### src/dapm_pkg.sv
// ----------------------------------------------------------------------------
// Dual-axis PID move controller - shared definitions
// Codes, fixed widths, constants and the structs that pass between the stages.
// ----------------------------------------------------------------------------
package dapm_pkg;

   // Request kinds carried on req_tuser
   typedef enum logic [1:0] {
      ACT_TICK   = 2'd0,
      ACT_DRIVE  = 2'd1,
      ACT_ROTATE = 2'd2
   } action_type;

   typedef enum logic [1:0] {
      MOTOR_HOLD = 2'd0,
      MOTOR_SPIN = 2'd1,
      MOTOR_STOP = 2'd2
   } motor_cmd_type;

   typedef enum logic [1:0] {
      SENSE_NONE    = 2'd0,
      SENSE_WHEELS  = 2'd1,
      SENSE_HEADING = 2'd2
   } sensor_reset_type;

   // Control register indexes
   typedef enum logic [2:0] {
      CSR_LAT_GAIN_P = 3'd0,
      CSR_LAT_GAIN_I = 3'd1,
      CSR_LAT_GAIN_D = 3'd2,
      CSR_ROT_GAIN_P = 3'd3,
      CSR_ROT_GAIN_I = 3'd4,
      CSR_ROT_GAIN_D = 3'd5,
      CSR_LAT_TOL    = 3'd6,
      CSR_ROT_TOL    = 3'd7
   } csr_index_type;

   // Field and state widths
   localparam int GAIN_W     = 16;
   localparam int CSR_ADDR_W = 3;
   localparam int CSR_DATA_W = 16;
   localparam int ROT_TOL_W  = 13;
   localparam int TARGET_W   = 17;
   localparam int ENC_W      = 32;
   localparam int HEAD_W     = 13;
   localparam int DRIVE_W    = 16;
   localparam int LAT_TGT_W  = 23;
   localparam int POS_SUM_W  = 35;
   localparam int POS_W      = 33;
   localparam int LAT_ERR_W  = 35;
   localparam int LAT_DER_W  = 36;
   localparam int LAT_INT_W  = 48;
   localparam int ROT_TGT_W  = 13;
   localparam int HEAD_UW_W  = 15;
   localparam int ROT_ERR_W  = 16;
   localparam int ROT_DER_W  = 17;
   localparam int ROT_INT_W  = 32;

   // Fixed constants
   localparam logic signed [21:0]        DRIVE_K_Q16 = 22'sd1877468; // 360/circumference
   localparam logic signed [TARGET_W-1:0] FULL_TURN_T = 17'sd5760;
   localparam logic [HEAD_W-1:0]         UNWRAP_LOW   = 13'd1440;
   localparam logic [HEAD_W-1:0]         UNWRAP_HIGH  = 13'd4320;
   localparam logic signed [HEAD_UW_W-1:0] FULL_TURN_H = 15'sd5760;
   localparam logic [GAIN_W-1:0]         FINE_D_GAIN  = 16'd29491;
   localparam logic signed [ROT_ERR_W-1:0] FINE_BAND  = 16'sd80;
   localparam logic [1:0]                SETTLE_LAST  = 2'd2;
   localparam int                        DRIVE_MAX    = 25600;

   typedef struct packed {
      logic [GAIN_W-1:0]    lat_gain_p;
      logic [GAIN_W-1:0]    lat_gain_i;
      logic [GAIN_W-1:0]    lat_gain_d;
      logic [GAIN_W-1:0]    rot_gain_p;
      logic [GAIN_W-1:0]    rot_gain_i;
      logic [GAIN_W-1:0]    rot_gain_d;
      logic [GAIN_W-1:0]    lat_tol;
      logic [ROT_TOL_W-1:0] rot_tol;
   } cfg_type;

   typedef struct packed {
      logic [1:0]                 action;
      logic signed [TARGET_W-1:0] move_target;
      logic                       fine_damping;
      logic signed [ENC_W-1:0]    left_pos_a;
      logic signed [ENC_W-1:0]    left_pos_b;
      logic signed [ENC_W-1:0]    right_pos_a;
      logic signed [ENC_W-1:0]    right_pos_b;
      logic [HEAD_W-1:0]          heading;
   } req_type;

   // Operands and status handed from the control stage to the drive stage
   typedef struct packed {
      logic signed [LAT_ERR_W-1:0] err;
      logic signed [LAT_INT_W-1:0] integ;
      logic signed [LAT_DER_W-1:0] deriv;
      logic [GAIN_W-1:0]           gain_p;
      logic [GAIN_W-1:0]           gain_i;
      logic [GAIN_W-1:0]           gain_d;
      logic                        lateral;
      motor_cmd_type               cmd;
      sensor_reset_type            sense;
      logic                        done;
   } drive_op_type;

endpackage

### src/dapm_ctrl.sv
// ----------------------------------------------------------------------------
// Dual-axis PID move controller - control stage
// Computes errors, picks the active loop, updates move state and integrals,
// and registers the multiplier operands for the drive stage.
// ----------------------------------------------------------------------------
module dapm_ctrl (
   input  logic                   clock,
   input  logic                   reset,
   input  dapm_pkg::cfg_type      cfg,
   input  logic                   in_valid,
   output logic                   in_ready,
   input  dapm_pkg::req_type      req,
   output logic                   op_valid,
   input  logic                   op_ready,
   output dapm_pkg::drive_op_type op
);
   import dapm_pkg::*;

   // Move state
   logic signed [LAT_TGT_W-1:0] lat_tgt_ff, lat_tgt_in;
   logic [ROT_TGT_W-1:0]        rot_tgt_ff, rot_tgt_in;
   logic                        turn_left_ff, turn_left_in;
   logic signed [LAT_ERR_W-1:0] lat_last_ff, lat_last_in;
   logic signed [ROT_ERR_W-1:0] rot_last_ff, rot_last_in;
   logic signed [LAT_INT_W-1:0] lat_int_ff, lat_int_in;
   logic signed [ROT_INT_W-1:0] rot_int_ff, rot_int_in;
   logic [1:0]                  settle_ff, settle_in;
   logic                        moving_ff, moving_in;

   drive_op_type op_ff, op_in;
   logic         op_valid_ff, op_valid_in;
   logic         in_fire;

   // Datapath
   logic signed [38:0]           drv_prod;
   logic signed [38:0]           drv_rnd;
   logic signed [TARGET_W-1:0]   ang_clamp;
   logic signed [13:0]           ang;
   logic signed [POS_SUM_W-1:0]  pos_sum;
   logic signed [POS_W-1:0]      pos;
   logic signed [LAT_ERR_W-1:0]  lat_err;
   logic [LAT_ERR_W-1:0]         lat_abs;
   logic                         lat_active;
   logic signed [LAT_DER_W-1:0]  lat_der;
   logic signed [LAT_INT_W:0]    lat_int_sum;
   logic signed [LAT_INT_W-1:0]  lat_int_sat;
   logic signed [HEAD_UW_W-1:0]  head_uw;
   logic signed [ROT_ERR_W-1:0]  rot_err;
   logic [ROT_ERR_W-1:0]         rot_abs;
   logic                         rot_active;
   logic signed [ROT_DER_W-1:0]  rot_der;
   logic signed [ROT_INT_W:0]    rot_int_sum;
   logic signed [ROT_INT_W-1:0]  rot_int_sat;

   assign in_fire  = in_valid && in_ready;
   assign in_ready = !op_valid_ff || op_ready;

   // Drive distance to encoder target, rounded to nearest
   always_comb begin
      drv_prod = req.move_target * DRIVE_K_Q16;
      drv_rnd  = drv_prod + 39'sd32768;
   end

   // Clamp the turn angle to one revolution
   always_comb begin
      if (req.move_target < -FULL_TURN_T) begin
         ang_clamp = -FULL_TURN_T;
      end else if (req.move_target > FULL_TURN_T) begin
         ang_clamp = FULL_TURN_T;
      end else begin
         ang_clamp = req.move_target;
      end
      ang = ang_clamp[13:0];
   end

   // Lateral error from the four wheel encoders
   always_comb begin
      pos_sum = POS_SUM_W'(req.right_pos_a) + POS_SUM_W'(req.right_pos_b)
              - POS_SUM_W'(req.left_pos_a) - POS_SUM_W'(req.left_pos_b) + 35'sd2;
      pos     = pos_sum[POS_SUM_W-1:2];
      lat_err = LAT_ERR_W'(lat_tgt_ff) - LAT_ERR_W'(pos);
      lat_abs = lat_err[LAT_ERR_W-1] ? LAT_ERR_W'(-lat_err) : LAT_ERR_W'(lat_err);
      lat_active = (lat_tgt_ff != '0) && (lat_abs > LAT_ERR_W'(cfg.lat_tol));
      lat_der = LAT_DER_W'(lat_err) - LAT_DER_W'(lat_last_ff);
      lat_int_sum = (LAT_INT_W+1)'(lat_int_ff) + (LAT_INT_W+1)'(lat_err);
      if (lat_int_sum[LAT_INT_W] != lat_int_sum[LAT_INT_W-1]) begin
         lat_int_sat = {lat_int_sum[LAT_INT_W], {(LAT_INT_W-1){!lat_int_sum[LAT_INT_W]}}};
      end else begin
         lat_int_sat = lat_int_sum[LAT_INT_W-1:0];
      end
   end

   // Heading error, unwrapped toward the turn direction
   always_comb begin
      head_uw = $signed({2'b00, req.heading});
      if (turn_left_ff && (req.heading <= UNWRAP_LOW)) begin
         head_uw = head_uw + FULL_TURN_H;
      end else if (!turn_left_ff && (req.heading >= UNWRAP_HIGH)) begin
         head_uw = head_uw - FULL_TURN_H;
      end
      rot_err = $signed({3'b000, rot_tgt_ff}) - ROT_ERR_W'(head_uw);
      rot_abs = rot_err[ROT_ERR_W-1] ? ROT_ERR_W'(-rot_err) : ROT_ERR_W'(rot_err);
      rot_active = (rot_tgt_ff != '0) && (rot_abs > ROT_ERR_W'(cfg.rot_tol));
      rot_der = ROT_DER_W'(rot_err) - ROT_DER_W'(rot_last_ff);
      rot_int_sum = (ROT_INT_W+1)'(rot_int_ff) + (ROT_INT_W+1)'(rot_err);
      if (rot_int_sum[ROT_INT_W] != rot_int_sum[ROT_INT_W-1]) begin
         rot_int_sat = {rot_int_sum[ROT_INT_W], {(ROT_INT_W-1){!rot_int_sum[ROT_INT_W]}}};
      end else begin
         rot_int_sat = rot_int_sum[ROT_INT_W-1:0];
      end
   end

   // Next move state and drive operands
   always_comb begin
      lat_tgt_in   = lat_tgt_ff;
      rot_tgt_in   = rot_tgt_ff;
      turn_left_in = turn_left_ff;
      lat_last_in  = lat_last_ff;
      rot_last_in  = rot_last_ff;
      lat_int_in   = lat_int_ff;
      rot_int_in   = rot_int_ff;
      settle_in    = settle_ff;
      moving_in    = moving_ff;
      op_in        = '0;
      op_in.cmd    = MOTOR_HOLD;
      op_in.sense  = SENSE_NONE;
      if (in_fire) begin
         unique case (action_type'(req.action))
            ACT_DRIVE: begin
               lat_tgt_in  = -drv_rnd[38:16];
               moving_in   = 1'b1;
               op_in.sense = SENSE_WHEELS;
            end
            ACT_ROTATE: begin
               rot_tgt_in   = ang[13] ? ROT_TGT_W'(ang + 14'sd5760) : ROT_TGT_W'(ang);
               turn_left_in = ang[13];
               moving_in    = 1'b1;
               op_in.sense  = SENSE_HEADING;
            end
            ACT_TICK: begin
               if (moving_ff) begin
                  priority if (lat_active) begin
                     settle_in     = 2'd0;
                     lat_int_in    = lat_int_sat;
                     lat_last_in   = lat_err;
                     op_in.err     = lat_err;
                     op_in.integ   = lat_int_sat;
                     op_in.deriv   = lat_der;
                     op_in.gain_p  = cfg.lat_gain_p;
                     op_in.gain_i  = cfg.lat_gain_i;
                     op_in.gain_d  = cfg.lat_gain_d;
                     op_in.lateral = 1'b1;
                     op_in.cmd     = MOTOR_SPIN;
                  end else if (rot_active) begin
                     settle_in     = 2'd0;
                     rot_int_in    = rot_int_sat;
                     rot_last_in   = rot_err;
                     op_in.err     = LAT_ERR_W'(rot_err);
                     op_in.integ   = LAT_INT_W'(rot_int_sat);
                     op_in.deriv   = LAT_DER_W'(rot_der);
                     op_in.gain_p  = cfg.rot_gain_p;
                     op_in.gain_i  = cfg.rot_gain_i;
                     op_in.gain_d  = (rot_err < FINE_BAND && req.fine_damping) ?
                                     FINE_D_GAIN : cfg.rot_gain_d;
                     op_in.lateral = 1'b0;
                     op_in.cmd     = MOTOR_SPIN;
                  end else if (settle_ff == SETTLE_LAST) begin
                     settle_in   = 2'd0;
                     moving_in   = 1'b0;
                     lat_tgt_in  = '0;
                     rot_tgt_in  = '0;
                     lat_last_in = '0;
                     rot_last_in = '0;
                     op_in.cmd   = MOTOR_STOP;
                  end else begin
                     settle_in = settle_ff + 2'd1;
                  end
               end
            end
            default: begin
               moving_in = moving_ff;
            end
         endcase
      end
      op_in.done = !moving_in;
   end

   // Drop the operand register once the drive stage takes it
   always_comb begin
      if (in_fire) begin
         op_valid_in = 1'b1;
      end else if (op_ready) begin
         op_valid_in = 1'b0;
      end else begin
         op_valid_in = op_valid_ff;
      end
   end

   always_ff @(posedge clock) begin
      if (reset) begin
         lat_tgt_ff   <= '0;
         rot_tgt_ff   <= '0;
         turn_left_ff <= 1'b0;
         lat_last_ff  <= '0;
         rot_last_ff  <= '0;
         lat_int_ff   <= '0;
         rot_int_ff   <= '0;
         settle_ff    <= '0;
         moving_ff    <= 1'b0;
         op_valid_ff  <= 1'b0;
      end else begin
         lat_tgt_ff   <= lat_tgt_in;
         rot_tgt_ff   <= rot_tgt_in;
         turn_left_ff <= turn_left_in;
         lat_last_ff  <= lat_last_in;
         rot_last_ff  <= rot_last_in;
         lat_int_ff   <= lat_int_in;
         rot_int_ff   <= rot_int_in;
         settle_ff    <= settle_in;
         moving_ff    <= moving_in;
         op_valid_ff  <= op_valid_in;
      end
   end

   // Hold operands while the drive stage is busy
   always_ff @(posedge clock) begin
      if (in_fire) begin
         op_ff <= op_in;
      end
   end

   assign op_valid = op_valid_ff;
   assign op       = op_ff;

   // An idle controller has no targets left behind
   a_idle_clear: assert property (@(posedge clock) disable iff (reset)
      !moving_ff |-> (lat_tgt_ff == '0) && (rot_tgt_ff == '0))
      else $error("targets left set while idle");

   a_settle_range: assert property (@(posedge clock) disable iff (reset)
      settle_ff != 2'd3)
      else $error("settle count overran");

   // A stop command always finishes the move
   a_stop_done: assert property (@(posedge clock) disable iff (reset)
      op_valid_ff && (op_ff.cmd == MOTOR_STOP) |-> op_ff.done && !moving_ff)
      else $error("stop issued with move still active");

endmodule

### config.mk
export PLATFORM = sky130hd
export DESIGN_NAME = dapm_ctrl
export DESIGN_NICKNAME = d
export VERILOG_FILES = /design/src/dapm_pkg.sv /design/src/dapm_ctrl.sv
export SDC_FILE = /design/constraint.sdc
export NUM_CORES = 2
export LEC_CHECK = 0
export BUFFER_PORTS_ARGS = -buffer_cell sky130_fd_sc_hd__buf_2
export CAP_MARGIN = 15
export CORE_ASPECT_RATIO = 1.25
export CORE_UTILIZATION = 44
export DETAILED_ROUTE_END_ITERATION = 16
export GPL_TIMING_DRIVEN = 0
export SLEW_MARGIN = 20
export SYNTH_ARGS = -nofsm -noshare
export SYNTH_HDL_FRONTEND = slang
export SYNTH_SLANG_ARGS = --single-unit
### constraint.sdc
create_clock -name clock -period 27.4 [get_ports clock]
set_input_delay 2.74 -clock clock [delete_from_list [all_inputs] [get_ports clock]]
set_output_delay 2.74 -clock clock [all_outputs]
set_load 0.03 [all_outputs]
## Word level (Yosys, flattened, before mapping)

Index checks and enable logic that the tools add are counted.

| cells by class | value |
|---|---|
| equal/unequal tests | 10 |
| add/sub/neg operators | 18 |
| $mul | 1 |
| reduce and logical (&&, ||, !) cells | 31 |
| magnitude comparators | 7 |
| multiplexer cells | 41 |
| bitwise operators | 3 |

Operator list:

| kind | count |
|---|---|
| 170-bit 2-to-1 mux | 1 |
| 168-bit 2-to-1 mux | 1 |
| 35-bit 2-to-1 mux | 4 |
| 23-bit 2-to-1 mux | 4 |
| 13-bit 2-to-1 mux | 5 |
| 16-bit 2-to-1 mux | 4 |
| 48-bit by 34-bit adder with 49-bit output | 1 |
| 48-bit 2-to-1 mux | 1 |
| 23-bit one-hot mux with 2 select lines | 1 |
| 39-bit by 17-bit adder with 39-bit output, second input constant | 1 |
| 17-bit by 20-bit multiplier with 37-bit output, second input constant | 1 |
| 34-bit by 35-bit subtractor with 36-bit output | 1 |
| 35-bit by 3-bit adder with 35-bit output, second input constant | 1 |
| 35-bit by 16-bit greater-than comparator with 1-bit output | 1 |
| 34-bit negation with 35-bit output | 1 |
| 34-bit by 32-bit subtractor with 35-bit output | 1 |
| 23-bit by 33-bit subtractor with 34-bit output | 1 |
| 33-bit by 32-bit subtractor with 34-bit output | 1 |
| 32-bit by 16-bit adder with 33-bit output | 1 |
| 32-bit by 32-bit adder with 33-bit output | 1 |
| 32-bit 2-to-1 mux | 1 |
| 15-bit 2-to-1 mux | 2 |
| 14-bit 2-to-1 mux | 2 |
| 13-bit one-hot mux with 2 select lines | 1 |
| 37 further kinds | 72 |

| storage, ports and cells | value |
|---|---|
| register bits | 345 |

## Longest topological paths before layout

| logic depth | value |
|---|---|
| depth in word-level cells | 15 |
| gate-level depth with buffers | 57 |
| mapped depth without buffers | 52 |

## Least setup slack after synthesis

Ideal clock, no wire load.

| path | value |
|---|---|
| path type | input-to-reg |
| start | input req[14] in the netlist's numbering |
| end | register rot_int_ff[12] |
| required time | 27.283 ns |
| arrival time | 12.458 ns |
| library setup time | 0.117 ns |
| buffers on the path | 4 |
| setup slack | 14.825 ns |
| cell stages on the path | 51 |
| cell sequence | inv_1 > fa_1 > fa_1 > fa_1 > inv_1 > ha_1 > inv_1 > fa_1 > nor2b_1 > o21a_1 > o21ai_0 > a21oi_1 > o41a_1 > a21boi_0 > a311oi_1 > a41oi_1 > a21oi_1 > a41oi_1 > (+15 left out) > o21ai_0 > ha_1 > nor2b_1 > o21a_1 > o21a_1 > o21a_1 > o21a_1 > o211ai_1 > a31oi_1 > o21ai_0 > nand3_1 > a2111oi_0 > nand4_1 > or2_4 > o21ai_2 > a31oi_2 > buf_4 > a22o_1 |

| between the ends | value |
|---|---|
| word-level cells in the longest chain between the ends | 11 |

RTL lines:

| what | line | RTL |
|---|---|---|
| start, declared | dapm_ctrl.sv:12 | `input dapm_pkg::req_type req,` |
| 32-bit by 32-bit adder with 33-bit output (*) | dapm_ctrl.sv:78 | `pos_sum = POS_SUM_W'(req.right_pos_a) + POS_SUM_W'(req.right_pos_b)` |
| 33-bit by 32-bit subtractor with 34-bit output (*) | dapm_ctrl.sv:79 | `- POS_SUM_W'(req.left_pos_a) - POS_SUM_W'(req.left_pos_b) + 35'sd2;` |
| 34-bit by 32-bit subtractor with 35-bit output (*) | dapm_ctrl.sv:79 |  |
| 35-bit by 3-bit adder with 35-bit output (*) | dapm_ctrl.sv:79 |  |
| 23-bit by 33-bit subtractor with 34-bit output (*) | dapm_ctrl.sv:81 | `lat_err = LAT_ERR_W'(lat_tgt_ff) - LAT_ERR_W'(pos);` |
| 34-bit negation with 35-bit output | dapm_ctrl.sv:82 | `lat_abs = lat_err[LAT_ERR_W-1] ? LAT_ERR_W'(-lat_err) : LAT_ERR_W'(lat_err);` |
| 35-bit 2-to-1 mux (*) | dapm_ctrl.sv:82 |  |
| 35-bit by 16-bit greater-than comparator with 1-bit output (*) | dapm_ctrl.sv:83 | `lat_active = (lat_tgt_ff != '0) && (lat_abs > LAT_ERR_W'(cfg.lat_tol));` |
| 1-bit logical AND (*) | dapm_ctrl.sv:83 |  |
| 1-bit inverter (no line) (*) | - |  |
| 5-bit AND reduction (no line) (*) | - |  |
| end signal, assigned | dapm_ctrl.sv:218 | `rot_int_ff <= rot_int_in;` |
| end, declared | dapm_ctrl.sv:26 | `logic signed [ROT_INT_W-1:0] rot_int_ff, rot_int_in;` |

Mark *: on every way between the ends. The rest lies on a longest branch, timed or not.
A chain may end at the register's enable or synchronous reset.

## Worst setup path after layout

| path | value |
|---|---|
| start | input req[14] in the netlist's numbering |
| end | register op_ff (netlist bit op[70]) (data pin) |

| between the ends | value |
|---|---|
| word-level cells in the longest chain between the ends | 10 |
| elaborated cells on any way between the ends | 11 |
| those cells by class | add/sub: 7; order compare: 1; mux: 2; reduce/logical: 1 |

RTL lines:

| what | line | RTL |
|---|---|---|
| 32-bit by 32-bit adder with 33-bit output (*) | dapm_ctrl.sv:78 |  |
| 33-bit by 32-bit subtractor with 34-bit output (*) | dapm_ctrl.sv:79 |  |
| 34-bit by 32-bit subtractor with 35-bit output (*) | dapm_ctrl.sv:79 |  |
| 35-bit by 3-bit adder with 35-bit output (*) | dapm_ctrl.sv:79 |  |
| 23-bit by 33-bit subtractor with 34-bit output (*) | dapm_ctrl.sv:81 |  |
| 34-bit negation with 35-bit output | dapm_ctrl.sv:82 |  |
| 35-bit 2-to-1 mux | dapm_ctrl.sv:82 |  |
| 35-bit by 16-bit greater-than comparator with 1-bit output | dapm_ctrl.sv:83 |  |
| 1-bit logical AND | dapm_ctrl.sv:83 |  |
| 170-bit 2-to-1 mux (*) | dapm_ctrl.sv:142 | `priority if (lat_active) begin` |
| end signal, assigned | dapm_ctrl.sv:228 | `op_ff <= op_in;` |
| end, declared | dapm_ctrl.sv:30 | `drive_op_type op_ff, op_in;` |

Marked as above.

==> flow_summary.yaml <==
global_route:
  antenna_found_initial: 6
  overflow: 0
  grt_pass1_wl_microns: 182000
  grt_pass1_vias: 31900
  grt_max_degree: 103
  grt_util_all_layers_pct: 28.1
drt:
  drc: 0
  postRouteAntennaNets: 0
  dr.pass1.iters: 6
  drt_iter0_drc: 2398
  wl_per_cell_microns: 20.6
  drt_wl_total_microns: 119000
  viasPerCell: 5.68
  vias: 32900
clocking:
  hold_buffers: 0
  clk_latency_ns: 0.59
  post_cts_buffers: 0
  post_cts_resized: 0
  clkSinkCount: 343
  htree_num_levels: 2
  cts_inserted_buffers: 40
  root_buffer: "clkbuf_16"
  clock_path_buffers: 3
  cts_tree: "done"
  clkSlewWorstSetupHoldPaths_ns: 0.06
floorplanning:
  die_width_microns: 259
  die_area_sq_mm: 0.0835
  dieHeight_microns: 323
  rows: 117
  initial_utilization_pct: 44.4
  core_area_sq_mm: 0.0815
  ios: 465
timing:
  finalCriticalPeriod_ns: 15.24
  timing.fmax_ghz: 0.0656
  rsz0062_at_grt: "false"
  slew_headroom_pct: 24.1
  fin_setup_tns_ns: 0
  finalCritPeriodShare_pct: 55.6
  tightest_slew_ns: 1.13
  hold_violations: 0
  final.setup.worst_slack_ns: 12.16
  worst_clock_skew_ns: 0.0338
  finalSetupViolCount: 0
  drv_slew: 0
yosys:
  synthMuxAreaShare_pct: 0.818
  syn_nets: 5106
  synth-simple-area-share_pct: 16.5
  syn_inst: 4182
  synth-xor-area-share_pct: 5.91
  seq_area_frac_synth_pct: 23.7
  synth_top_family_by_area: "adder cells"
  synth_compound_area_share_pct: 20.3
  synth_area_leaders: "ha_1 15%, edfxtp_1 14%, fa_1 11%"
  yosysUniqueCellTypes: 106
  avgSynthCellArea_sq_um: 8.67
  synth_flop_cell: "edfxtp_1"
  yosysWarnings: 0
  async_flop_share_pct: 0
  synth_edf_count: 172
  synth_seq_cells: 343
  synth_area_leader_cell: "ha_1"
  synthAdderAreaFrac_pct: 26.1
  netlist_area_sq_mm: 0.0362
  synth_top_area_share_pct: 15.2
setup_path:
  cp_data_required_time_ns: 27.74
  max_stage_delay_ns: 0.72
  cpMaxStageDelayCell: "o31ai_4"
  critical_path_class: "in2reg"
  setup.worst_path.start_class: "primary input"
  crit_arrival_ns: 15.58
  crit_top_cell: "o21a_1"
  crit_path_end_kind: "register"
  cp_max_fo: 25
finish:
  drive_gt1_share_pct: 13.9
  mostFrequentLayoutCell: "buf_2"
  area_growth_pct: 14.0
  seqCellArea_sq_mm: 0.00859
  nNetsFinal: 5610
  nFillCells: 7875
  final_util_pct: 50.7
  multiInputGateArea_sq_mm: 0.0252
  layout_common_cells: "495 x buf_2, 464 x inv_1, 441 x ha_1"
  antenna_cells: 0
placed_design:
  gp_congestion: 0.972
  io_buffers: 461
  pre_cts_ws_ns: 11.66
  dp_hpwl_microns: 98200
run_status:
  outcome: "finished clean"
flow_run:
  max_cap_viol_count: 0
hold_path:
  min_path_type: "reg2reg"
## critical path, delay by kind of cell
family	cells	cell delay (ns)
buf+inv	9	1.87
xor+xnor	1	0.18
compound gates	26	6.37
simple gates	9	1.98
fa+ha+maj	7	2.48
## final timing paths
path / start / endpoint / slack (ns) / depth (start not counted)
worst max-delay path: req[14] / op[70] / 12.16 / 52
worst min-delay path: lat_int_ff[23] / lat_int_ff[23] / 0.46 / 2
worst max register to register: lat_tgt_ff[10] / op[70] / 18.01 / 30
worst min register to register: lat_int_ff[23] / lat_int_ff[23] / 0.46 / 2
## cells by family (layout without fill, tap and decap cells)
| kind of cell | Yosys count | count (layout) |
|---|---|---|
| AND/OR/NAND/NOR | 1189 | 1189 |
| buffers and inverters | 625 | 1159 |
| adder cells (fa/ha/maj) | 641 | 641 |
| multiplexers | 29 | 29 |
| XOR/XNOR | 242 | 242 |
| flip-flops | 343 | 343 |
| AO/OA/AOI/OAI | 1113 | 1113 |
## metrics by stage
step / hold WS, ns / cells / area, sq um
2_1_floorplan: 0.433 / 4182 / 36200
3_3_place_gp: 0.444 / 5714 / 39900
3_5_place_dp: 0.455 / 5715 / 39900
4_1_cts: 0.465 / 5787 / 41300
5_1_grt: 0.484 / 5787 / 41300
6_report: 0.465 / 5787 / 41300
## synthesized netlist by cell type (42+ instances only)
| library cell | count |
|---|---|
| inv_1 | 465 |
| a22o_1 | 73 |
| nor2_1 | 209 |
| nor3_1 | 101 |
| o21ai_0 | 195 |
| o21a_1 | 49 |
| a211oi_1 | 60 |
| dfxtp_1 | 171 |
| edfxtp_1 | 172 |
| nand2_1 | 344 |
| nand4_1 | 42 |
| xnor2_1 | 145 |
| fa_1 | 193 |
| nand2b_1 | 43 |
| or3_1 | 50 |
| a21o_1 | 81 |
| xor2_1 | 95 |
| a21oi_1 | 322 |
| nand3_1 | 149 |
| ha_1 | 441 |
| clkbuf_1 | 100 |
## sequential cells by signal (all words and copies together), names as in the netlist, named ones only
name,cells
op,172
lat_int_ff,48
lat_last_ff,34
rot_int_ff,32
lat_tgt_ff,23
rot_last_ff,16
rot_tgt_ff,13
settle_ff,2
op_valid,1
turn_left_ff,1
## layer usage
metal | vias up | GRT usage, % | routed length (microns)
li1 | 16000 | - | -
met1 | 15600 | 34.7 | 49300
met2 | 1062 | 50.5 | 58800
met3 | 213 | 2.87 | 6460
met4 | 4 | 9.94 | 4730
met5 | - | 0 | 19
## cell type report
| type | count | share of cell area [%] |
|---|---|---|
| plain buffers | 156 | 1.68 |
| flip-flops and latches | 343 | 20.8 |
| well taps | 1071 | 3.24 |
| clock inverters | 19 | 0.548 |
| inverters | 469 | 4.28 |
| clock buffers | 53 | 2.74 |
| repair buffers | 462 | 5.65 |
| multi-input cells | 3214 | 61.1 |
Power is not shown: default switching activity piles up to over one toggle a cycle in this logic, so the estimate is an artifact.
