### src/dapm_pkg.sv
// ----------------------------------------------------------------------------
// Dual-axis PID move controller - shared definitions
// Codes, fixed widths, constants and the structs that pass between the stages.
// ----------------------------------------------------------------------------
package dapm_pkg;

   // Request kinds carried on req_tuser
   typedef enum logic [1:0] {
      ACT_TICK   = 2'd0,
      ACT_DRIVE  = 2'd1,
      ACT_ROTATE = 2'd2
   } action_type;

   typedef enum logic [1:0] {
      MOTOR_HOLD = 2'd0,
      MOTOR_SPIN = 2'd1,
      MOTOR_STOP = 2'd2
   } motor_cmd_type;

   typedef enum logic [1:0] {
      SENSE_NONE    = 2'd0,
      SENSE_WHEELS  = 2'd1,
      SENSE_HEADING = 2'd2
   } sensor_reset_type;

   // Control register indexes
   typedef enum logic [2:0] {
      CSR_LAT_GAIN_P = 3'd0,
      CSR_LAT_GAIN_I = 3'd1,
      CSR_LAT_GAIN_D = 3'd2,
      CSR_ROT_GAIN_P = 3'd3,
      CSR_ROT_GAIN_I = 3'd4,
      CSR_ROT_GAIN_D = 3'd5,
      CSR_LAT_TOL    = 3'd6,
      CSR_ROT_TOL    = 3'd7
   } csr_index_type;

   // Field and state widths
   localparam int GAIN_W     = 16;
   localparam int CSR_ADDR_W = 3;
   localparam int CSR_DATA_W = 16;
   localparam int ROT_TOL_W  = 13;
   localparam int TARGET_W   = 17;
   localparam int ENC_W      = 32;
   localparam int HEAD_W     = 13;
   localparam int DRIVE_W    = 16;
   localparam int LAT_TGT_W  = 23;
   localparam int POS_SUM_W  = 35;
   localparam int POS_W      = 33;
   localparam int LAT_ERR_W  = 35;
   localparam int LAT_DER_W  = 36;
   localparam int LAT_INT_W  = 48;
   localparam int ROT_TGT_W  = 13;
   localparam int HEAD_UW_W  = 15;
   localparam int ROT_ERR_W  = 16;
   localparam int ROT_DER_W  = 17;
   localparam int ROT_INT_W  = 32;

   // Fixed constants
   localparam logic signed [21:0]        DRIVE_K_Q16 = 22'sd1877468; // 360/circumference
   localparam logic signed [TARGET_W-1:0] FULL_TURN_T = 17'sd5760;
   localparam logic [HEAD_W-1:0]         UNWRAP_LOW   = 13'd1440;
   localparam logic [HEAD_W-1:0]         UNWRAP_HIGH  = 13'd4320;
   localparam logic signed [HEAD_UW_W-1:0] FULL_TURN_H = 15'sd5760;
   localparam logic [GAIN_W-1:0]         FINE_D_GAIN  = 16'd29491;
   localparam logic signed [ROT_ERR_W-1:0] FINE_BAND  = 16'sd80;
   localparam logic [1:0]                SETTLE_LAST  = 2'd2;
   localparam int                        DRIVE_MAX    = 25600;

   typedef struct packed {
      logic [GAIN_W-1:0]    lat_gain_p;
      logic [GAIN_W-1:0]    lat_gain_i;
      logic [GAIN_W-1:0]    lat_gain_d;
      logic [GAIN_W-1:0]    rot_gain_p;
      logic [GAIN_W-1:0]    rot_gain_i;
      logic [GAIN_W-1:0]    rot_gain_d;
      logic [GAIN_W-1:0]    lat_tol;
      logic [ROT_TOL_W-1:0] rot_tol;
   } cfg_type;

   typedef struct packed {
      logic [1:0]                 action;
      logic signed [TARGET_W-1:0] move_target;
      logic                       fine_damping;
      logic signed [ENC_W-1:0]    left_pos_a;
      logic signed [ENC_W-1:0]    left_pos_b;
      logic signed [ENC_W-1:0]    right_pos_a;
      logic signed [ENC_W-1:0]    right_pos_b;
      logic [HEAD_W-1:0]          heading;
   } req_type;

   // Operands and status handed from the control stage to the drive stage
   typedef struct packed {
      logic signed [LAT_ERR_W-1:0] err;
      logic signed [LAT_INT_W-1:0] integ;
      logic signed [LAT_DER_W-1:0] deriv;
      logic [GAIN_W-1:0]           gain_p;
      logic [GAIN_W-1:0]           gain_i;
      logic [GAIN_W-1:0]           gain_d;
      logic                        lateral;
      motor_cmd_type               cmd;
      sensor_reset_type            sense;
      logic                        done;
   } drive_op_type;

endpackage

### src/dapm_cfg_regs.sv
// ----------------------------------------------------------------------------
// Dual-axis PID move controller - control registers
// Gains and settle bands, loaded by index from the write port.
// ----------------------------------------------------------------------------
module dapm_cfg_regs (
   input  logic                             clock,
   input  logic                             reset,
   input  logic                             csr_we,
   input  logic [dapm_pkg::CSR_ADDR_W-1:0]  csr_addr,
   input  logic [dapm_pkg::CSR_DATA_W-1:0]  csr_wdata,
   output dapm_pkg::cfg_type                cfg
);
   import dapm_pkg::*;

   cfg_type cfg_ff, cfg_in;

   // Decode the write
   always_comb begin
      cfg_in = cfg_ff;
      if (csr_we) begin
         unique case (csr_index_type'(csr_addr))
            CSR_LAT_GAIN_P: cfg_in.lat_gain_p = csr_wdata;
            CSR_LAT_GAIN_I: cfg_in.lat_gain_i = csr_wdata;
            CSR_LAT_GAIN_D: cfg_in.lat_gain_d = csr_wdata;
            CSR_ROT_GAIN_P: cfg_in.rot_gain_p = csr_wdata;
            CSR_ROT_GAIN_I: cfg_in.rot_gain_i = csr_wdata;
            CSR_ROT_GAIN_D: cfg_in.rot_gain_d = csr_wdata;
            CSR_LAT_TOL:    cfg_in.lat_tol    = csr_wdata;
            CSR_ROT_TOL:    cfg_in.rot_tol    = csr_wdata[ROT_TOL_W-1:0];
            default:        cfg_in = cfg_ff;
         endcase
      end
   end

   // Load defaults on reset
   always_ff @(posedge clock) begin
      if (reset) begin
         cfg_ff.lat_gain_p <= 16'd6554;
         cfg_ff.lat_gain_i <= 16'd0;
         cfg_ff.lat_gain_d <= 16'd0;
         cfg_ff.rot_gain_p <= 16'd24379;
         cfg_ff.rot_gain_i <= 16'd341;
         cfg_ff.rot_gain_d <= 16'd13107;
         cfg_ff.lat_tol    <= 16'd400;
         cfg_ff.rot_tol    <= 13'd48;
      end else begin
         cfg_ff <= cfg_in;
      end
   end

   assign cfg = cfg_ff;

endmodule

### config.mk
export PLATFORM = sky130hd
export DESIGN_NAME = dapm_cfg_regs
export DESIGN_NICKNAME = d
export VERILOG_FILES = /design/src/dapm_pkg.sv /design/src/dapm_cfg_regs.sv
export SDC_FILE = /design/constraint.sdc
export NUM_CORES = 1
export LEC_CHECK = 0
export BUFFER_PORTS_ARGS = -buffer_cell sky130_fd_sc_hd__buf_2
export CAP_MARGIN = 20
export CORE_UTILIZATION = 51
export DETAILED_ROUTE_END_ITERATION = 6
export PLACE_DENSITY = 0.8
export REMOVE_ABC_BUFFERS = 1
export SLEW_MARGIN = 20
export SYNTH_ARGS = -nofsm -noshare
export SYNTH_HDL_FRONTEND = slang
export SYNTH_SLANG_ARGS = --single-unit
### constraint.sdc
create_clock -name clock -period 1.97 [get_ports clock]
set_clock_uncertainty 0.1 [all_clocks]
set_input_delay 0.197 -clock clock [delete_from_list [all_inputs] [get_ports clock]]
set_output_delay 0.197 -clock clock [all_outputs]
set_load 0.02 [all_outputs]
## After elaboration in Yosys (flattened, before gate mapping)

Cells that the tools add are included.

- Equality and inequality tests: 7
- Reduce and logical (&&, ||, !) cells: 9

Operators by type and width:

| cell | count |
|---|---|
| AND reduction 2 bit | 8 |
| == test 3 bit (second input constant) | 4 |
| == test 3 x 2 -> 1 bit (second input constant) | 2 |
| == test 3 x 1 -> 1 bit (second input constant) | 1 |
| logical NOT 3 bit | 1 |

- Flip-flop bits (word level): 125
- Input bits: 22
- Output and inout port bits: 125
- Word-level logic and storage cells: 24

## Depth between registers and ports, before layout

Gate-level depths: netlist of run 1.

- Word-level depth: 2
- Gate-level depth with buffers: 5
- Mapped depth without buffers: 2

## Least setup slack after synthesis of run 1

No wires, ideal clock.

- Kind: input to register
- Start point: in csr_addr[1] in the netlist's numbering
- End point: reg cfg_ff, in the netlist cfg[117]
- Library setup time: 0.129 ns
- Arrival time: 1.243 ns
- Required time: 1.741 ns
- Slack: 0.499 ns
- Stages on the path: 5
- Path buffers: 3
- Cell sequence: buf_2 -> or4b_4 -> buf_6 -> buf_12 -> mux2i_1

- Cells in the longest elaborated chain, start to end: 2

RTL lines:

| item | RTL line | RTL |
|---|---|---|
| start: declaration | dapm_cfg_regs.sv:9 | `input logic [dapm_pkg::CSR_ADDR_W-1:0] csr_addr,` |
| logical NOT 3 bit | dapm_cfg_regs.sv:21 | `unique case (csr_index_type'(csr_addr))` |
| AND reduction 2 bit (no line) | - |  |
| end signal: assignment | dapm_cfg_regs.sv:47 | `cfg_ff <= cfg_in;` |
| end: declaration | dapm_cfg_regs.sv:15 | `cfg_type cfg_ff, cfg_in;` |

Every way passes these cells.
A chain may end at the register's enable or synchronous reset.

==> results of run 1 <==
==> logic make-up after synthesis <==
family	Yosys count	synth area share [%]
simple gates	166	19.39
mux	125	25.61
flops	125	51.22
buf+inv	35	3.790
==> cell type report <==
cell class	count	area [sq um]
Fill cell	713	2723
Sequential cell	125	2502
Multi-Input combinational cell	291	2218
Timing Repair Buffer	178	1044
Clock buffer	20	455.4
Tap cell	129	161.4
Clock inverter	12	136.4
==> cell usage after synthesis <==
master	n	area, sq um
nand4b_1	3	26.28
clkbuf_1	15	56.30
nand4bb_1	2	22.52
nor2_1	51	191.4
buf_2	15	75.07
buf_4	1	7.510
or4b_4	1	13.76
nand4_1	1	6.260
dfxtp_1	125	2502
nand2b_1	105	656.9
and4b_1	1	10.01
buf_12	1	20.02
buf_1	1	3.750
buf_6	2	22.52
nor4bb_1	2	20.02
mux2i_1	125	1251
==> power groups by stage <==
stage,registers [mW],logic (mW),clock network (mW)
floorplan,2.74,0.165,0
global placement,2.67,0.408,0
CTS,2.61,0.446,3.10
global route,2.62,0.479,3.22
finish,2.61,0.446,3.06
detailed placement,2.67,0.418,0
==> worst max-delay path by stage <==
stage | endpoint | startpoint | slack (ns)
after global placement | cfg[113]$_SDFFE_PP1P_ | csr_addr[0] | 0.50
after detailed placement | cfg[121]$_SDFFE_PP1P_ | csr_addr[1] | 0.46
after CTS | cfg[71]$_SDFFE_PP1P_ | csr_wdata[10] | 0.19
final | cfg[71]$_SDFFE_PP1P_ | csr_wdata[10] | 0.10
after floorplan | cfg[100]$_SDFFE_PP0P_ | csr_addr[2] | -1.03
after global routing | cfg[71]$_SDFFE_PP1P_ | csr_wdata[10] | 0.05
==> stage by stage <==
| stage | instance area [sq um] | hold WS [ns] | setup WS [ns] |
|---|---|---|---|
| after floorplan | 4701 | 0.2533 | -1.031 |
| after global placement | 5746 | 0.3571 | 0.4973 |
| after detailed placement | 5746 | 0.3585 | 0.4631 |
| after CTS | 6518 | 0.001976 | 0.1859 |
| after global routing | 6518 | 0.03169 | 0.04840 |
| final | 6518 | 0.02102 | 0.1045 |
==> worst reg2reg max path, delay by kind of cell (launching register included) <==
family        cells  cell delay (ns)
mux               1             0.08
flops             1             0.32
simple gates      1             0.11
buf+inv           1             0.56
==> cell usage in the layout (no fill, tap or decap) <==
cell type / instances
clkinv_4: 3
inv_6: 2
nor4bb_1: 1
nor2_1: 51
bufinv_16: 2
buf_4: 13
clkbuf_8: 4
nand2b_1: 105
buf_12: 2
nand4bb_1: 1
and4b_1: 1
nand4bb_2: 1
clkinv_2: 2
mux2i_1: 125
clkinvlp_4: 3
nor4bb_4: 1
dlygate4sd3_1: 18
nand4b_1: 3
nand4_1: 1
buf_2: 145
or4b_4: 1
clkbuf_16: 16
dfxtp_1: 125
==> metal layers <==
metal  part of all wire [%]  up-vias  GRT usage (%)
li1                       -     1829              -
met1                     45     1767          30.81
met2                     47      131          41.06
met3                    6.6       15          8.496
met4                   0.87        0          7.353
met5                      0        -              0
==> repair_timing <==
action	CTS	global route
setup buffers	0	0
endpoints found under the hold margin	64	0
hold buffers	18	0
==> impl_metrics.sql, run 1 <==
INSERT INTO impl_metrics (metric_group, metric, value, unit) VALUES
('sta', 'setup_viol_count_final', '0', ''),
('detailed_routing', 'route.detailed.wl_per_inst', '15.75', 'microns'),
('detailed_routing', 'route.detailed.vias_per_inst', '4.956', ''),
('pwr', 'power_density', '938.6', 'nW/um^2'),
('pwr', 'p_total', '6.118', 'mW'),
('pwr', 'cell_internal_pwr', '4.684', 'mW'),
('pwr', 'sw_frac_of_total', '23.44', '%'),
('yosys', 'synth_area_per_cell', '10.83', 'sq um'),
('detailed_routing', 'routed_wirelength', '11.89', 'mm'),
('final_layout', 'number_of_nets_in_the_finished_design', '635', ''),
('setup_path', 'critPathSlowestCell', 'dlygate4sd3_1', ''),
('sta', 'clock.fmax', '536.1', 'MHz'),
('pwr', 'peakVddDrop', '0.0005608', 'V'),
('pwr', 'netSwitchingPower', '1.434', 'mW'),
('placed_design', 'detailedPlacementHpwl', '7.734', 'mm'),
('setup_path', 'launching_element_type_of_the_critical_path', 'input pin', ''),
('floorplanning', 'top_level_ports', '147', ''),
('placed_design', 'routabilityCongestion', '0.7471', ''),
('yosys', 'mappedNetlistArea', '4886', 'sq um'),
('sta', 'post-route-min-period', '1.865', 'ns'),
('cts', 'ctsHtreeMaxLevel', '4', ''),
('detailed_routing', 'postRouteAntennaNets', '0', ''),
('global_route', 'pin_count_of_the_biggest_net_entering_global_routing', '71', ''),
('sta', 'finalCritPeriodShare', '94.69', '%'),
('sta', 'final-hold-violation-count', '0', ''),
('yosys', 'yosys_warnings', '0', ''),
('cts', 'cts.sink_count', '125', ''),
('sta', 'slew_viol_final', '0', ''),
('setup_path', 'reg2regPathDepth', '3', ''),
('floorplanning', 'start_util', '52.88', '%'),
('yosys', 'postSynthCellCount', '451', ''),
('pwr', 'pwr-share-seq', '42.7', '%'),
('setup_path', 'cp_max_fo', '2', ''),
('hold_path', 'hp-class', 'input pin to flop', ''),
('final_layout', 'flow.area_growth_from_synthesis', '33.39', '%'),
('global_route', 'globalRouteTotalUtil', '24.88', '%'),
('hold_path', 'min_from', 'csr_wdata[15]', ''),
('final_layout', 'layout-drive-gt1-share', '31.15', '%'),
('setup_path', 'crit_path_cell_trace', 'dlygate4sd3_1 -> buf_2 -> nor2_1 -> dlygate4sd3_1 -> mux2i_1 -> dlygate4sd3_1', ''),
('global_route', 'total_gr_overflow', '0', ''),
('setup_path', 'path_depth', '6', ''),
('setup_path', 'timing.critical_path.required', '2.27', 'ns'),
('setup_path', 'critPathBufInv', '4', ''),
('global_route', 'number_of_global_route_vias_before_repair', '3771', ''),
('floorplanning', 'floorplan.die_area', '9976', 'sq um'),
('final_layout', 'instances_no_fill', '755', ''),
('detailed_routing', 'num_vias', '3742', ''),
('sta', 'max_slew.worst_pin.slew', '0.4118', 'ns'),
('setup_path', 'criticalPathCategory', 'input pin to flop', ''),
('setup_path', 'worst-r2r-setup-slack', '0.69', 'ns'),
('cts', 'cts_buffers', '17', ''),
('cts', 'insertion_delay', '0.50', 'ns'),
('placed_design', 'port_buffers', '146', ''),
('detailed_routing', 'drt_first_iter_violations', '141', ''),
('final_layout', 'utilization', '70.53', '%'),
('pwr', 'share_clk_of_total_power', '50.0', '%'),
('pwr', 'cellLeakagePower', '3.328', 'nW'),
('yosys', 'synth-seq-cells', '125', ''),
('sta', 'grt_setup_unrepaired', 'no', ''),
('setup_path', 'cp_data_arrival_time', '2.16', 'ns'),
('floorplanning', 'fp.dieH', '99.88', 'microns'),
('detailed_routing', 'drt_first_pass_iters', '4', ''),
('flow_run', 'cap_viol_max_count', '0', ''),
('pwr', 'p_comb_share', '7.3', '%'),
('cts', 'worst_setup_hold_path_clk_slew', '0.06', 'ns'),
('setup_path', 'setup.worst_path.end_class', 'flop', ''),
('setup_path', 'r2r_end', 'cfg[75]$_SDFFE_PP1P_', ''),
('setup_path', 'crit-reg2reg-launch', 'cfg[75]$_SDFFE_PP1P_', ''),
('outcome', 'status', 'finished clean', ''),
('final_layout', 'antenna_cells_inserted', '0', ''),
('setup_path', 'max_stage_delay', '0.56', 'ns');
Note: power is estimated with default switching activity, not from simulation.
==> inputs of run 2 (changes only) <==
--- a/config.mk
+++ b/config.mk
@@ -5,11 +5,12 @@
 export SDC_FILE = /design/constraint.sdc
 export NUM_CORES = 1
 export LEC_CHECK = 0
-export BUFFER_PORTS_ARGS = -buffer_cell sky130_fd_sc_hd__buf_2
+export ABC_AREA = 1
+export BUFFER_PORTS_ARGS = -buffer_cell sky130_fd_sc_hd__clkbuf_2
 export CAP_MARGIN = 20
 export CORE_UTILIZATION = 51
 export DETAILED_ROUTE_END_ITERATION = 6
-export PLACE_DENSITY = 0.8
+export PLACE_DENSITY = 0.81
 export REMOVE_ABC_BUFFERS = 1
 export SLEW_MARGIN = 20
 export SYNTH_ARGS = -nofsm -noshare
==> impl_metrics.sql, run 2 <==
INSERT INTO impl_metrics (metric_group, metric, value, unit) VALUES
('final_layout', 'antenna_cells_inserted', '0', ''),
('sta', 'max_slew.worst_pin.slew', '0.6477', 'ns'),
('flow_run', 'cap_viol_max_count', '0', ''),
('setup_path', 'worstSetupStartpoint', 'cfg[107]$_SDFFE_PP0P_', ''),
('cts', 'cts_buffers', '17', ''),
('yosys', 'synth-seq-cells', '125', ''),
('yosys', 'yosys_warnings', '0', ''),
('sta', 'fin_worst_hold_slack', '0.07150', 'ns'),
('detailed_routing', 'drt_first_pass_iters', '5', ''),
('cts', 'max-clock-path-buffers', '2', ''),
('setup_path', 'crit_family', 'flip-flops', ''),
('floorplanning', 'std_cell_rows', '34', ''),
('detailed_routing', 'drc', '0', ''),
('yosys', 'synth_top_cell_by_area', 'dfxtp_1', ''),
('setup_path', 'critPathBufInv', '1', ''),
('yosys', 'synth_async_sr_flop_share', '0', '%'),
('sta', 'finalCritPeriodShare', '69.01', '%'),
('placed_design', 'pre_cts_ws', '0.4361', 'ns'),
('pwr', 'pwr-share-seq', '42.8', '%'),
('yosys', 'synth_area_leaders', 'dfxtp_1, nand2_1, nor2_1', ''),
('outcome', 'status', 'finished clean', ''),
('setup_path', 'critPathSlowestCell', 'dfxtp_1', ''),
('yosys', 'synth_edf_count', '0', ''),
('setup_path', 'max_stage_delay', '0.37', 'ns'),
('pwr', 'netSwitchingPower', '1.549', 'mW'),
('cts', 'insertion_delay', '0.50', 'ns'),
('detailed_routing', 'drt_first_iter_violations', '349', ''),
('pwr', 'share_clk_of_total_power', '46.9', '%'),
('placed_design', 'detailedPlacementHpwl', '8.914', 'mm'),
('final_layout', 'largest_reg_flops', '125', ''),
('setup_path', 'crit-reg2reg-launch', 'cfg[5]$_SDFFE_PP1P_', ''),
('yosys', 'synth_area_per_cell', '7.062', 'sq um'),
('final_layout', 'number_of_nets_in_the_finished_design', '852', ''),
('global_route', 'globalRouteTotalUtil', '29.37', '%'),
('yosys', 'postSynth.topFlopCell', 'dfxtp_1', ''),
('hold_path', 'hp-class', 'input pin to flop', ''),
('yosys', 'postSynthCellCount', '674', ''),
('sta', 'clock.fmax', '735.5', 'MHz'),
('cts', 'holdBufCountCts', '15', ''),
('cts', 'cts.sink_count', '125', ''),
('global_route', 'pin_count_of_the_biggest_net_entering_global_routing', '126', ''),
('sta', 'slew_viol_final', '0', ''),
('detailed_routing', 'route.detailed.wl_per_inst', '14.54', 'microns'),
('sta', 'grt_setup_unrepaired', 'no', ''),
('yosys', 'synth_top_area_share', '52.58', '%'),
('yosys', 'ys_seq_area_share', '52.58', '%'),
('floorplanning', 'fp.dieH', '98.61', 'microns'),
('floorplanning', 'start_util', '53.53', '%'),
('global_route', 'number_of_antenna_violations_at_the_first_check_in_global_routing', '0', ''),
('cts', 'root_buffer', 'clkbuf_8', ''),
('setup_path', 'timing.critical_path.required', '1.67', 'ns'),
('final_layout', 'most-common-layout-cells', 'nand2_1, nor2_1, clkbuf_2, dfxtp_1, nand3_1', ''),
('setup_path', 'criticalPathCategory', 'flop to output port', ''),
('yosys', 'mappedNetlistArea', '4760', 'sq um'),
('yosys', 'ys_types', '13', ''),
('placed_design', 'routabilityCongestion', '0.8216', ''),
('floorplanning', 'design.core.area', '8891', 'sq um'),
('pwr', 'power_density', '993.4', 'nW/um^2'),
('pwr', 'cell_internal_pwr', '4.693', 'mW'),
('yosys', 'synth_top_cells_by_count', 'nand2_1, nor2_1, dfxtp_1, nand3_1, inv_1', ''),
('floorplanning', 'die_x', '98.61', 'microns'),
('sta', 'post-route-min-period', '1.360', 'ns'),
('detailed_routing', 'routed_wirelength', '13.78', 'mm'),
('final_layout', 'flow.area_growth_from_synthesis', '32.02', '%'),
('placed_design', 'port_buffers', '146', ''),
('cts', 'postCtsResizedCells', '0', ''),
('pwr', 'sw_frac_of_total', '24.82', '%'),
('setup_path', 'setup.worst_path.end_class', 'output port', ''),
('sta', 'final-hold-violation-count', '0', ''),
('setup_path', 'cp_max_fo', '2', ''),
('sta', 'setup_viol_count_final', '0', ''),
('final_layout', 'final_common_cell', 'nand2_1', ''),
('setup_path', 'cp_data_arrival_time', '1.06', 'ns'),
('sta', 'slew_headroom', '56.78', '%'),
('pwr', 'cellLeakagePower', '3.105', 'nW'),
('pwr', 'p_comb_share', '10.3', '%'),
('cts', 'cts_setup_buffers', '0', ''),
('floorplanning', 'top_level_ports', '147', ''),
('pwr', 'peakVddDrop', '0.0006069', 'V'),
('setup_path', 'crit_path_cell_trace', 'clkbuf_2', ''),
('global_route', 'total_gr_overflow', '0', ''),
('global_route', 'global_route_wire_length_before_repair', '22.05', 'mm'),
('global_route', 'number_of_global_route_vias_before_repair', '4489', ''),
('detailed_routing', 'postRouteAntennaNets', '0', ''),
('final_layout', 'layout-drive-gt1-share', '23.69', '%'),
('detailed_routing', 'route.detailed.vias_per_inst', '5.179', ''),
('cts', 'ctsHtreeMaxLevel', '4', ''),
('cts', 'tritoncts', 'yes', ''),
('floorplanning', 'floorplan.die_area', '9723', 'sq um'),
('sta', 'final.setup.worst_slack', '0.6104', 'ns'),
('hold_path', 'min_from', 'csr_addr[2]', ''),
('detailed_routing', 'num_vias', '4910', ''),
('setup_path', 'launching_element_type_of_the_critical_path', 'flop', ''),
('cts', 'worst_setup_hold_path_clk_slew', '0.06', 'ns');
[run 2: changes by cell type after synthesis, moves of 3 or more]
cell      before  now
nand3_1        0  114
nor2_2         0    8
nand4b_1       3    0
nor2_1        51  182
inv_1          0   22
buf_1          1    9
mux2i_1      125    0
nand2_1        0  182
clkbuf_1      15    8
nand2b_1     105    0
buf_2         15   19
[run 2: final timing paths]
path / depth (start not counted) / slack [ns] / endpoint
setup / recovery: 1 / 0.61 / cfg[107]
hold / removal: 5 / 0.07 / cfg[119]$_SDFFE_PP0P_
setup reg to reg: 2 / 1.24 / cfg[5]$_SDFFE_PP1P_
hold reg to reg: 2 / 0.35 / cfg[29]$_SDFFE_PP1P_
[run 2: routing by layer]
| metal | GRT usage, % | up-vias | part of all wire (%) |
|---|---|---|---|
| li1 | - | 2411 | - |
| met1 | 37.79 | 2221 | 42 |
| met2 | 47.18 | 253 | 47 |
| met3 | 7.872 | 25 | 9.1 |
| met4 | 11.60 | 0 | 2.2 |
| met5 | 0 | - | 0 |
[run 2: power by group through the flow]
stage          sequential [mW]  combinational, mW  clock (mW)
2_1_floorplan             2.83              0.268           0
3_3_place_gp              2.72              0.595           0
3_5_place_dp              2.72              0.610           0
4_1_cts                   2.67              0.635        2.95
5_1_grt                   2.68              0.700        3.07
6_report                  2.67              0.641        2.93
[run 2: through the flow]
stage	TNS, ns	total power, mW	std cells	util, %	area (sq um)
after floorplan	-21.99	3.093	636	-	4586
after global placement	0	3.316	904	62.76	5580
after detailed placement	0	3.334	904	62.76	5580
after CTS	0	6.255	948	70.67	6284
after global routing	0	6.448	948	70.67	6284
final	0	6.242	948	70.67	6284
[run 2: final cells by class]
cell class | instances | area (sq um)
Fill cell | 771 | 2608
Sequential cell | 125 | 2502
Multi-Input combinational cell | 487 | 2003
Timing Repair Buffer | 175 | 998.5
Clock buffer | 22 | 462.9
Tap cell | 108 | 135.1
Inverter | 24 | 91.34
Clock inverter | 7 | 90.09
[run 2: kinds of logic (layout without fill, tap and decap cells)]
kind of cell           count (synthesis)  in the layout  synth area share, %
buffers and inverters                 62            228                5.547
flip-flops                           125            125                52.58
AND/OR/NAND/NOR                      487            487                41.88
==> inputs of run 3 (changes only) <==
==> constraint.sdc (replaced) <==
create_clock -name clock -period 1.3 [get_ports clock]
set_clock_uncertainty 0.1 [all_clocks]
set_input_delay 0.13 -clock clock [delete_from_list [all_inputs] [get_ports clock]]
set_output_delay 0.13 -clock clock [all_outputs]
set_load 0.02 [all_outputs]
==> impl_metrics.sql, run 3 (synthesized netlist as in run 2, its figures left out) <==
INSERT INTO impl_metrics (metric_group, metric, value, unit) VALUES
('outcome', 'status', 'finished clean', ''),
('setup_path', 'setup.worst_path.end_class', 'output port', ''),
('setup_path', 'crit-reg2reg-launch', 'cfg[16]$_SDFFE_PP0P_', ''),
('setup_path', 'worst-r2r-setup-slack', '0.55', 'ns'),
('setup_path', 'critPathSlowestCell', 'dfxtp_1', ''),
('setup_path', 'launching_element_type_of_the_critical_path', 'flop', ''),
('global_route', 'pin_count_of_the_biggest_net_entering_global_routing', '64', ''),
('setup_path', 'criticalPathCategory', 'flop to output port', ''),
('sta', 'max_slew.worst_pin.slew', '0.4149', 'ns'),
('final_layout', 'final_common_cell', 'nand2_1', ''),
('detailed_routing', 'route.detailed.vias_per_inst', '5.249', ''),
('setup_path', 'cp_max_fo', '2', ''),
('cts', 'worst_setup_hold_path_clk_slew', '0.06', 'ns'),
('setup_path', 'reg2regPathDepth', '2', ''),
('detailed_routing', 'drt_first_pass_iters', '5', ''),
('floorplanning', 'design.core.area', '8891', 'sq um'),
('hold_path', 'hp-class', 'input pin to flop', ''),
('sta', 'finalCritPeriodShare', '98.74', '%'),
('cts', 'cts.sink_count', '125', ''),
('pwr', 'cellLeakagePower', '3.269', 'nW'),
('cts', 'cts_buffers', '17', ''),
('cts', 'max-clock-path-buffers', '2', ''),
('global_route', 'total_gr_overflow', '0', ''),
('sta', 'setup_viol_count_final', '0', ''),
('sta', 'fin_worst_hold_slack', '0.02499', 'ns'),
('cts', 'root_buffer', 'clkbuf_8', ''),
('detailed_routing', 'route.detailed.wl_per_inst', '14.90', 'microns'),
('setup_path', 'timing.critical_path.required', '1.07', 'ns'),
('cts', 'tritoncts', 'yes', ''),
('setup_path', 'cp_data_arrival_time', '1.05', 'ns'),
('pwr', 'p_total', '10.34', 'mW'),
('flow_run', 'cap_viol_max_count', '0', ''),
('placed_design', 'routabilityCongestion', '0.8534', ''),
('setup_path', 'path_depth', '1', ''),
('floorplanning', 'top_level_ports', '147', ''),
('detailed_routing', 'num_vias', '5050', ''),
('final_layout', 'layout-drive-gt1-share', '26.00', '%'),
('final_layout', 'number_of_nets_in_the_finished_design', '863', ''),
('sta', 'slew_viol_final', '0', ''),
('final_layout', 'largest_reg_flops', '125', ''),
('floorplanning', 'die_x', '98.61', 'microns'),
('setup_path', 'max_stage_delay', '0.34', 'ns'),
('floorplanning', 'fp.dieH', '98.61', 'microns'),
('cts', 'ctsHtreeMaxLevel', '4', ''),
('detailed_routing', 'drt_first_iter_violations', '309', ''),
('setup_path', 'r2r_end', 'cfg[16]$_SDFFE_PP0P_', ''),
('global_route', 'number_of_global_route_vias_before_repair', '4591', ''),
('final_layout', 'flow.area_growth_from_synthesis', '41.09', '%'),
('sta', 'slew_headroom', '72.31', '%'),
('cts', 'cts_setup_buffers', '0', ''),
('sta', 'grt_setup_unrepaired', 'yes', ''),
('sta', 'clock.fmax', '779.1', 'MHz'),
('global_route', 'global_route_wire_length_before_repair', '22.26', 'mm'),
('sta', 'final-hold-violation-count', '0', ''),
('hold_path', 'min_from', 'reset', ''),
('detailed_routing', 'drc', '0', ''),
('pwr', 'power_density', '1540', 'nW/um^2'),
('sta', 'post-route-min-period', '1.284', 'ns'),
('cts', 'insertion_delay', '0.51', 'ns'),
('floorplanning', 'std_cell_rows', '34', ''),
('placed_design', 'port_buffers', '146', ''),
('setup_path', 'worstSetupStartpoint', 'cfg[56]$_SDFFE_PP0P_', ''),
('placed_design', 'detailedPlacementHpwl', '9.155', 'mm'),
('floorplanning', 'start_util', '53.53', '%'),
('final_layout', 'most-common-layout-cells', 'nand2_1, nor2_1, dfxtp_1, nand3_1, clkbuf_2', ''),
('hold_path', 'holdPathEnd', 'cfg[21]$_SDFFE_PP1P_', ''),
('global_route', 'globalRouteTotalUtil', '29.73', '%'),
('pwr', 'peakVddDrop', '0.0009831', 'V'),
('global_route', 'number_of_antenna_violations_at_the_first_check_in_global_routing', '0', ''),
('setup_path', 'critPathBufInv', '1', ''),
('floorplanning', 'floorplan.die_area', '9723', 'sq um'),
('detailed_routing', 'postRouteAntennaNets', '0', ''),
('detailed_routing', 'routed_wirelength', '14.33', 'mm'),
('setup_path', 'crit_path_cell_trace', 'clkbuf_2', ''),
('final_layout', 'antenna_cells_inserted', '0', ''),
('hold_path', 'hold-path-cell-count', '4', ''),
('setup_path', 'crit_family', 'flip-flops', '');
[run 3: how the worst max path moves through the flow]
| stage | slack [ns] | end |
|---|---|---|
| detailed placement | 0.08 | cfg[49]$_SDFFE_PP1P_ |
| CTS | 0.001 | cfg[79] |
| global placement | 0.15 | cfg[73]$_SDFFE_PP1P_ |
| global route | -0.04 | cfg[122]$_SDFFE_PP0P_ |
| floorplan | -1.34 | cfg[61]$_SDFFE_PP1P_ |
| finish | 0.02 | cfg[56] |
[run 3: layout make-up]
class | count | area (sq um)
fill | 635 | 2176
multi-input combinational | 487 | 2026
sequential | 125 | 2507
inverter | 24 | 91.34
timing repair buffer | 186 | 1296
clock buffer | 17 | 414.1
tap | 108 | 135.1
clock inverter | 15 | 245.2
[run 3: where the power goes]
part | internal (mW) | switching (mW)
Clock | 3.50 | 1.73
Combinational | 0.373 | 0.695
Sequential | 3.97 | 0.0786
[run 3: per-layer routing]
layer  share of wire, %  vias up  track usage (%)
met5                  0        -                0
met4                3.4        0            15.04
met3                8.5       37            7.447
met2                 48      253            49.19
met1                 40     2319            36.10
li1                   -     2441                -
[run 3: what timing repair did]
action | in CTS | in global routing
endpoints found under the hold margin | 39 | 0
hold buffers | 17 | 0
setup endpoints to repair | 7 | 85
gates resized for setup | 10 | 41
cloned | 0 | 0
pin swaps | 0 | 1
[run 3: per-stage QoR]
step | TNS, ns | std cells | util, % | cell area (sq um) | setup WS (ns)
2_1_floorplan | -75.12 | 636 | - | 4586 | -1.340
3_3_place_gp | 0 | 913 | 65.21 | 5798 | 0.1453
3_5_place_dp | 0 | 913 | 65.21 | 5798 | 0.07616
4_1_cts | 0 | 962 | 75.05 | 6673 | 0.001152
5_1_grt | -0.2001 | 962 | 75.53 | 6715 | -0.03792
6_report | 0 | 962 | 75.53 | 6715 | 0.01643
